<file path="src/rtl/ertm_pkg.sv">
`timescale 1ns / 1ps
`default_nettype none
// ----------------------------------------------------------------------------
// ertm_pkg
// Shared types, constants and the CORDIC arctangent table.
// ----------------------------------------------------------------------------
package ertm_pkg;

    localparam int ANGLE_BITS_DEF = 16;
    localparam int FRAC_BITS_DEF  = 14;
    localparam int IN_W           = 16;
    localparam int OUT_W          = 16;
    localparam int ITERS          = 30;
    localparam int NLANE          = 3;
    localparam int XY_W           = 33;
    localparam int Z_W            = 32;
    localparam int CS_W           = 32;
    localparam int R_W            = 34;
    localparam int P_W            = 64;
    localparam int NENT           = 9;

    localparam logic signed [XY_W-1:0] GAIN    = 33'sd652032874;
    localparam logic signed [XY_W-1:0] ONE_Q30 = 33'sd1073741824;

    localparam int LANE_YAW   = 0;
    localparam int LANE_PITCH = 1;
    localparam int LANE_ROLL  = 2;

    typedef struct packed {
        logic signed [XY_W-1:0] x;
        logic signed [XY_W-1:0] y;
        logic signed [Z_W-1:0]  z;
        logic [1:0]             q;
    } t_lane;

    typedef t_lane [NLANE-1:0] t_lanes;

    // atan(2^-i) in units of 2^-32 turn
    function automatic logic signed [Z_W-1:0] atan_turn(input int i);
        logic signed [Z_W-1:0] v;
        case (i)
            0:  v = 32'sd536870912;
            1:  v = 32'sd316933406;
            2:  v = 32'sd167458907;
            3:  v = 32'sd85004756;
            4:  v = 32'sd42667332;
            5:  v = 32'sd21354465;
            6:  v = 32'sd10679838;
            7:  v = 32'sd5340245;
            8:  v = 32'sd2670163;
            9:  v = 32'sd1335087;
            10: v = 32'sd667544;
            11: v = 32'sd333772;
            12: v = 32'sd166886;
            13: v = 32'sd83443;
            14: v = 32'sd41722;
            15: v = 32'sd20861;
            16: v = 32'sd10430;
            17: v = 32'sd5215;
            18: v = 32'sd2608;
            19: v = 32'sd1304;
            20: v = 32'sd652;
            21: v = 32'sd326;
            22: v = 32'sd163;
            23: v = 32'sd81;
            24: v = 32'sd41;
            25: v = 32'sd20;
            26: v = 32'sd10;
            27: v = 32'sd5;
            28: v = 32'sd3;
            29: v = 32'sd1;
            default: v = '0;
        endcase
        return v;
    endfunction

    // binary angle -> quadrant and residual in [-1/8, 1/8) turn
    function automatic t_lane lane_init(input logic [IN_W-1:0] a, input int ab);
        logic [31:0] a32;
        logic [31:0] r;
        t_lane       l;
        a32  = (32'(a) & ((32'd1 << ab) - 32'd1)) << (32 - ab);
        r    = a32 + 32'h2000_0000;
        l.q  = r[31:30];
        l.z  = $signed({2'b00, r[29:0]}) - 32'sh2000_0000;
        l.x  = GAIN;
        l.y  = '0;
        return l;
    endfunction

endpackage
`default_nettype wire

</file>
<file path="src/rtl/ertm_cordic_cell.sv">
`timescale 1ns / 1ps
`default_nettype none
// ----------------------------------------------------------------------------
// ertm_cordic_cell
// One rotation-mode CORDIC iteration for the yaw, pitch and roll lanes.
// ----------------------------------------------------------------------------
module ertm_cordic_cell #(
    parameter int ITER = 0
) (
    input  wire            i_clk,
    input  wire            i_rst_n,
    input  wire            i_en,
    input  wire            i_valid,
    input  wire  ertm_pkg::t_lanes i_lanes,
    output logic           o_valid,
    output ertm_pkg::t_lanes o_lanes
);
    import ertm_pkg::*;

    localparam logic signed [Z_W-1:0] ATAN = atan_turn(ITER);

    t_lanes n_lanes;
    t_lanes r_lanes;
    logic   r_valid;

    always_comb begin
        for (int k = 0; k < NLANE; k++) begin
            n_lanes[k].q = i_lanes[k].q;
            if (!i_lanes[k].z[Z_W-1]) begin
                n_lanes[k].x = i_lanes[k].x - (i_lanes[k].y >>> ITER);
                n_lanes[k].y = i_lanes[k].y + (i_lanes[k].x >>> ITER);
                n_lanes[k].z = i_lanes[k].z - ATAN;
            end else begin
                n_lanes[k].x = i_lanes[k].x + (i_lanes[k].y >>> ITER);
                n_lanes[k].y = i_lanes[k].y - (i_lanes[k].x >>> ITER);
                n_lanes[k].z = i_lanes[k].z + ATAN;
            end
        end
    end

    always_ff @(posedge i_clk) begin
        if (!i_rst_n) begin
            r_valid <= 1'b0;
        end else if (i_en) begin
            r_valid <= i_valid;
        end
    end

    always_ff @(posedge i_clk) begin
        if (i_en) begin
            r_lanes <= n_lanes;
        end
    end

    assign o_valid = r_valid;
    assign o_lanes = r_lanes;

endmodule
`default_nettype wire

</file>
<file path="config.mk">
export PLATFORM = sky130hd
export DESIGN_NAME = ertm_cordic_cell
export DESIGN_NICKNAME = d
export VERILOG_FILES = /design/src/rtl/ertm_pkg.sv /design/src/rtl/ertm_cordic_cell.sv
export SDC_FILE = /design/constraint.sdc
export NUM_CORES = 1
export LEC_CHECK = 0
export BUFFER_PORTS_ARGS = -buffer_cell sky130_fd_sc_hd__buf_4
export CORE_AREA = 2 2 234 236
export CTS_CLUSTER_DIAMETER = 150
export CTS_CLUSTER_SIZE = 10
export DETAILED_ROUTE_END_ITERATION = 8
export DIE_AREA = 0 0 236 238
export PLACE_DENSITY = 0.81
export RECOVER_POWER = 100
export SKIP_LAST_GASP = 1
export SLEW_MARGIN = 25
export SYNTH_ARGS = -nofsm -noshare
export SYNTH_HDL_FRONTEND = slang
export SYNTH_SLANG_ARGS = --single-unit
</file>
<file path="constraint.sdc">
create_clock -name i_clk -period 8.4 [get_ports i_clk]
set_input_delay 0.84 -clock i_clk [delete_from_list [all_inputs] [get_ports i_clk]]
set_output_delay 0.84 -clock i_clk [all_outputs]
set_load 0.02 [all_outputs]
</file>
# After elaboration in Yosys (flattened, before gate mapping)

Cells that the tools add are included.

Add/subtract/negate cells: 15
Multiplexer cells: 3

Operators with widths:

| cell                                                                  | number |
|---|---|
| 98-bit two-way mux                                                    | 3 |
| 33-bit subtractor                                                     | 6 |
| 33-bit adder                                                          | 3 |
| 32-bit by 31-bit adder with 32-bit output, second input constant      | 3 |
| 32-bit by 31-bit subtractor with 32-bit output, second input constant | 3 |

Register bits: 301
Bits of input ports: 304
Output and inout port bits: 301
Word-level logic and storage cells: 31

# Logic depth before layout (Yosys ltp)

Depth in word-level cells: 2
Mapped depth: 13
Depth with buffers taken out: 13

# Worst setup path before layout

Ideal clock, no wire load.

Path kind: input-to-reg
From: input port i_lanes[134] in the netlist's numbering
To: register r_lanes (netlist bit o_lanes[197]) (data pin)
Setup time: 0.264 ns
Arrival time: 3.227 ns
Data required time: 8.136 ns
Path slack: 4.909 ns
Stages on the path: 12
Buffers on the path: 0
Path through: ha_1 > fa_1 > nor2b_1 > o211ai_1 > a21bo_2 > o31ai_2 > a211o_1 > a41o_1 > a211o_1 > a21oi_1 > o21ai_1 > xnor2_1

RTL lines:

| element                | line                   | text |
|---|---|---|
| start: declaration     | ertm_cordic_cell.sv:14 | `input wire ertm_pkg::t_lanes i_lanes,` |
| end signal: assignment | ertm_cordic_cell.sv:51 | `r_lanes <= n_lanes;` |
| end: declaration       | ertm_cordic_cell.sv:23 | `t_lanes r_lanes;` |

# Worst setup path after layout

From: input port i_en
To: register r_lanes (netlist bit o_lanes[108]), enable pin

RTL lines:

| element            | line                   | text |
|---|---|---|
| start: declaration | ertm_cordic_cell.sv:12 | `input wire i_en,` |

No word-level cell between the ends.

==> impl_metrics.tcl <==
set metrics [dict create \
    comb_power_share_pct 36.1 \
    antenna_found_initial 6 \
    fill_cells 5043 \
    p_int_mw 3.33 \
    ys_ff_latch 298 \
    vdd_drop_max_uv 138 \
    htreeDepth 2 \
    yosysWarningCount 0 \
    power_leakage_nw 12.7 \
    setup_tns_ns 0 \
    dieHeight_um 238 \
    drcViolationCount 0 \
    synth.cell_area_sq_mm 0.0253 \
    die_area_sq_mm 0.0562 \
    final-max-slew-violation-count 553 \
    dp_cells 3980 \
    setup_viol 0 \
    power_density_mw_per_mm2 178 \
    final_cells 4034 \
    critical_path_class "in -> reg" \
    routedWlPerCell_um 21.6 \
    drt_iter0_markers 2466 \
    avgSynthCellArea_sq_um 9.01 \
    async_flop_share_pct 0 \
    status "complete, but fails checks" \
    sw_frac_of_total_pct 37.4 \
    fin_util_pct 56.0 \
    required_ns 8.40 \
    ys_types 89 \
    drive_gt1_share_pct 11.1 \
    grt_usage_pct 29.8 \
    die_x_um 236 \
    p_switching_mw 1.99 \
    port_buffers 604 \
    grt.overflow.total 0 \
    io_pins 605 \
    cp_cell_sequence "buf_8 > clkdlybuf4s25_1" \
    critPathSlowestCell "clkdlybuf4s25_1" \
    ant_nets 0 \
    finalCritPeriodShare_pct 68.0 \
    cts_inserted_buffers 35 \
    synth_edf_count 297 \
    hold_violations 0 \
    synth_top_area_share_pct 35.3 \
    relSlewSlack_pct -267 \
    max_cap_viol_count 8 \
    rows 85 \
    wirelength_um 87200 \
    rsz0062_at_grt "no" \
    grt_max_degree 120 \
    final_area_sq_mm 0.0300 \
    startpoint_type "primary input" \
    synth.area.top_cells "edfxtp_1, ha_1, a21oi_1" \
    grt_pass1_wl_um 131000 \
    crit_family "buffers and inverters" \
    gp_congestion 0.987 \
    cts_resized 0 \
    crit_buf_inv 2 \
    initial_core_util_pct 47.2 \
    dr.pass1.iters 6 \
    violations "max-capacitance violations, max-slew violations" \
    place_area_sq_mm 0.0302 \
    nets 3925 \
    hold_class "in -> reg" \
    cp_max_fo 119 \
    yosysTopAreaCell "edfxtp_1" \
    path_clk_slew_ns 0.07 \
    slowest_delay_ns 4.02 \
    worstPathArrival_ns 5.71 \
    p_seq_share_pct 37.6 \
    layout_commonest_cell "clkbuf_1" \
    cts_setup_buffers 0 \
    skew_ns 0 \
    grt_pass1_vias 22600 \
    clockBufferDepth 3 \
    synthToLayoutAreaGrowth_pct 18.6 \
    period_minus_slack_ns 5.71 \
    ys.flop_type "edfxtp_1" \
    yosysSeqAreaShare_pct 35.4 \
    cts_hold_buf 0 \
    clkLatencyLatePin_ns 0.54 \
    core-area_sq_mm 0.0535 \
    dp_hpwl_um 68400 \
    clockPowerShare_pct 26.3 \
    syn_nets 3407 \
    cts-root-buf "clkbuf_16" \
    final_cell_mix "clkbuf_1, a21oi_1, inv_1" \
    worst_slew_pin_slew_ns 5.50 \
    vias 23700 \
    cts_sinks 298 \
    cts_tree "built" \
    synth_cells 2803 \
    cp-end-kind "flip-flop" \
    fmax_mhz 175 \
    viasPerCell 5.87 \
]
[worst reg2reg max path, cell delays in order, from the launching register on]
cell and delay [ns]:
dfxtp_1 0.32, mux2i_1 0.07, nor2b_1 0.17
[metal layers]
layer / part of all wire [%] / global-route usage (%) / vias to the layer above
met1: 40 / 38.8 / 11200
met3: 9.0 / 5.29 / 187
li1: - / - / 11000
met5: 0.011 / 0 / -
met2: 47 / 49.8 / 1264
met4: 3.7 / 10.5 / 2
[logic make-up after synthesis]
logic type	synth area share (%)
mux	1.44
simple gates	12.0
buf+inv	6.80
compound gates	22.6
xor+xnor	6.52
flops	35.4
fa+ha+maj	15.2
[final timing paths]
path                                  from            to  slack, ns  cells after the start
worst max-delay path                  i_en  o_lanes[108]       2.69                      2
worst min-delay path            i_lanes[9]    o_lanes[9]       0.47                      1
worst max register to register     o_valid       o_valid       7.77                      2
worst min register to register     o_valid       o_valid       0.56                      2
[power by group through the flow]
stage	sequential (mW)	combinational [mW]	clock [mW]
finish	2.00	1.92	1.40
global route	2.02	2.06	1.48
CTS	2.00	2.06	1.43
detailed placement	2.03	2.05	0
global placement	2.02	2.04	0
floorplan	2.27	0.967	0
[cell type report]
cell class              count  area (sq um)  share of cell area [%]
well taps                 696           871                    2.91
clock inverters             4          56.3                   0.188
repair buffers            611          3380                    11.3
flip-flops and latches    298          8940                    29.8
clock buffers              44           910                    3.04
inverters                 315          1180                    3.95
multi-input cells        2060         14600                    48.7
diodes                      6          15.0                  0.0501
[sequential cells by signal (all words and copies together), names as in the netlist]
register / flops
o_lanes: 297
o_valid: 1
[metrics by stage]
step	total power, mW	setup WS, ns	hold slack, ns
2_1_floorplan	3.24	4.91	0.589
3_3_place_gp	4.06	4.13	0.516
3_5_place_dp	4.07	4.15	0.564
4_1_cts	5.49	4.71	0.414
5_1_grt	5.56	2.22	0.446
6_report	5.32	2.69	0.468
[cells in the mapped netlist (17+ instances only)]
master    instances
a211oi_1         25
a21o_1           55
a21oi_1         313
a31oi_1          30
buf_1            26
buf_2            21
clkbuf_1         78
edfxtp_1        297
ha_1            288
inv_1           305
mux2i_1          34
nand2_1         140
nand2b_1         25
nand3_1          44
nand4_1          33
nor2_1          222
nor2b_1          37
nor3_1           63
nor4_1           18
o211ai_1         35
o21ai_0         186
o21bai_1         70
o31ai_1          17
xnor2_1         167
xor2_1           21
(Power assumes the default switching activity.)
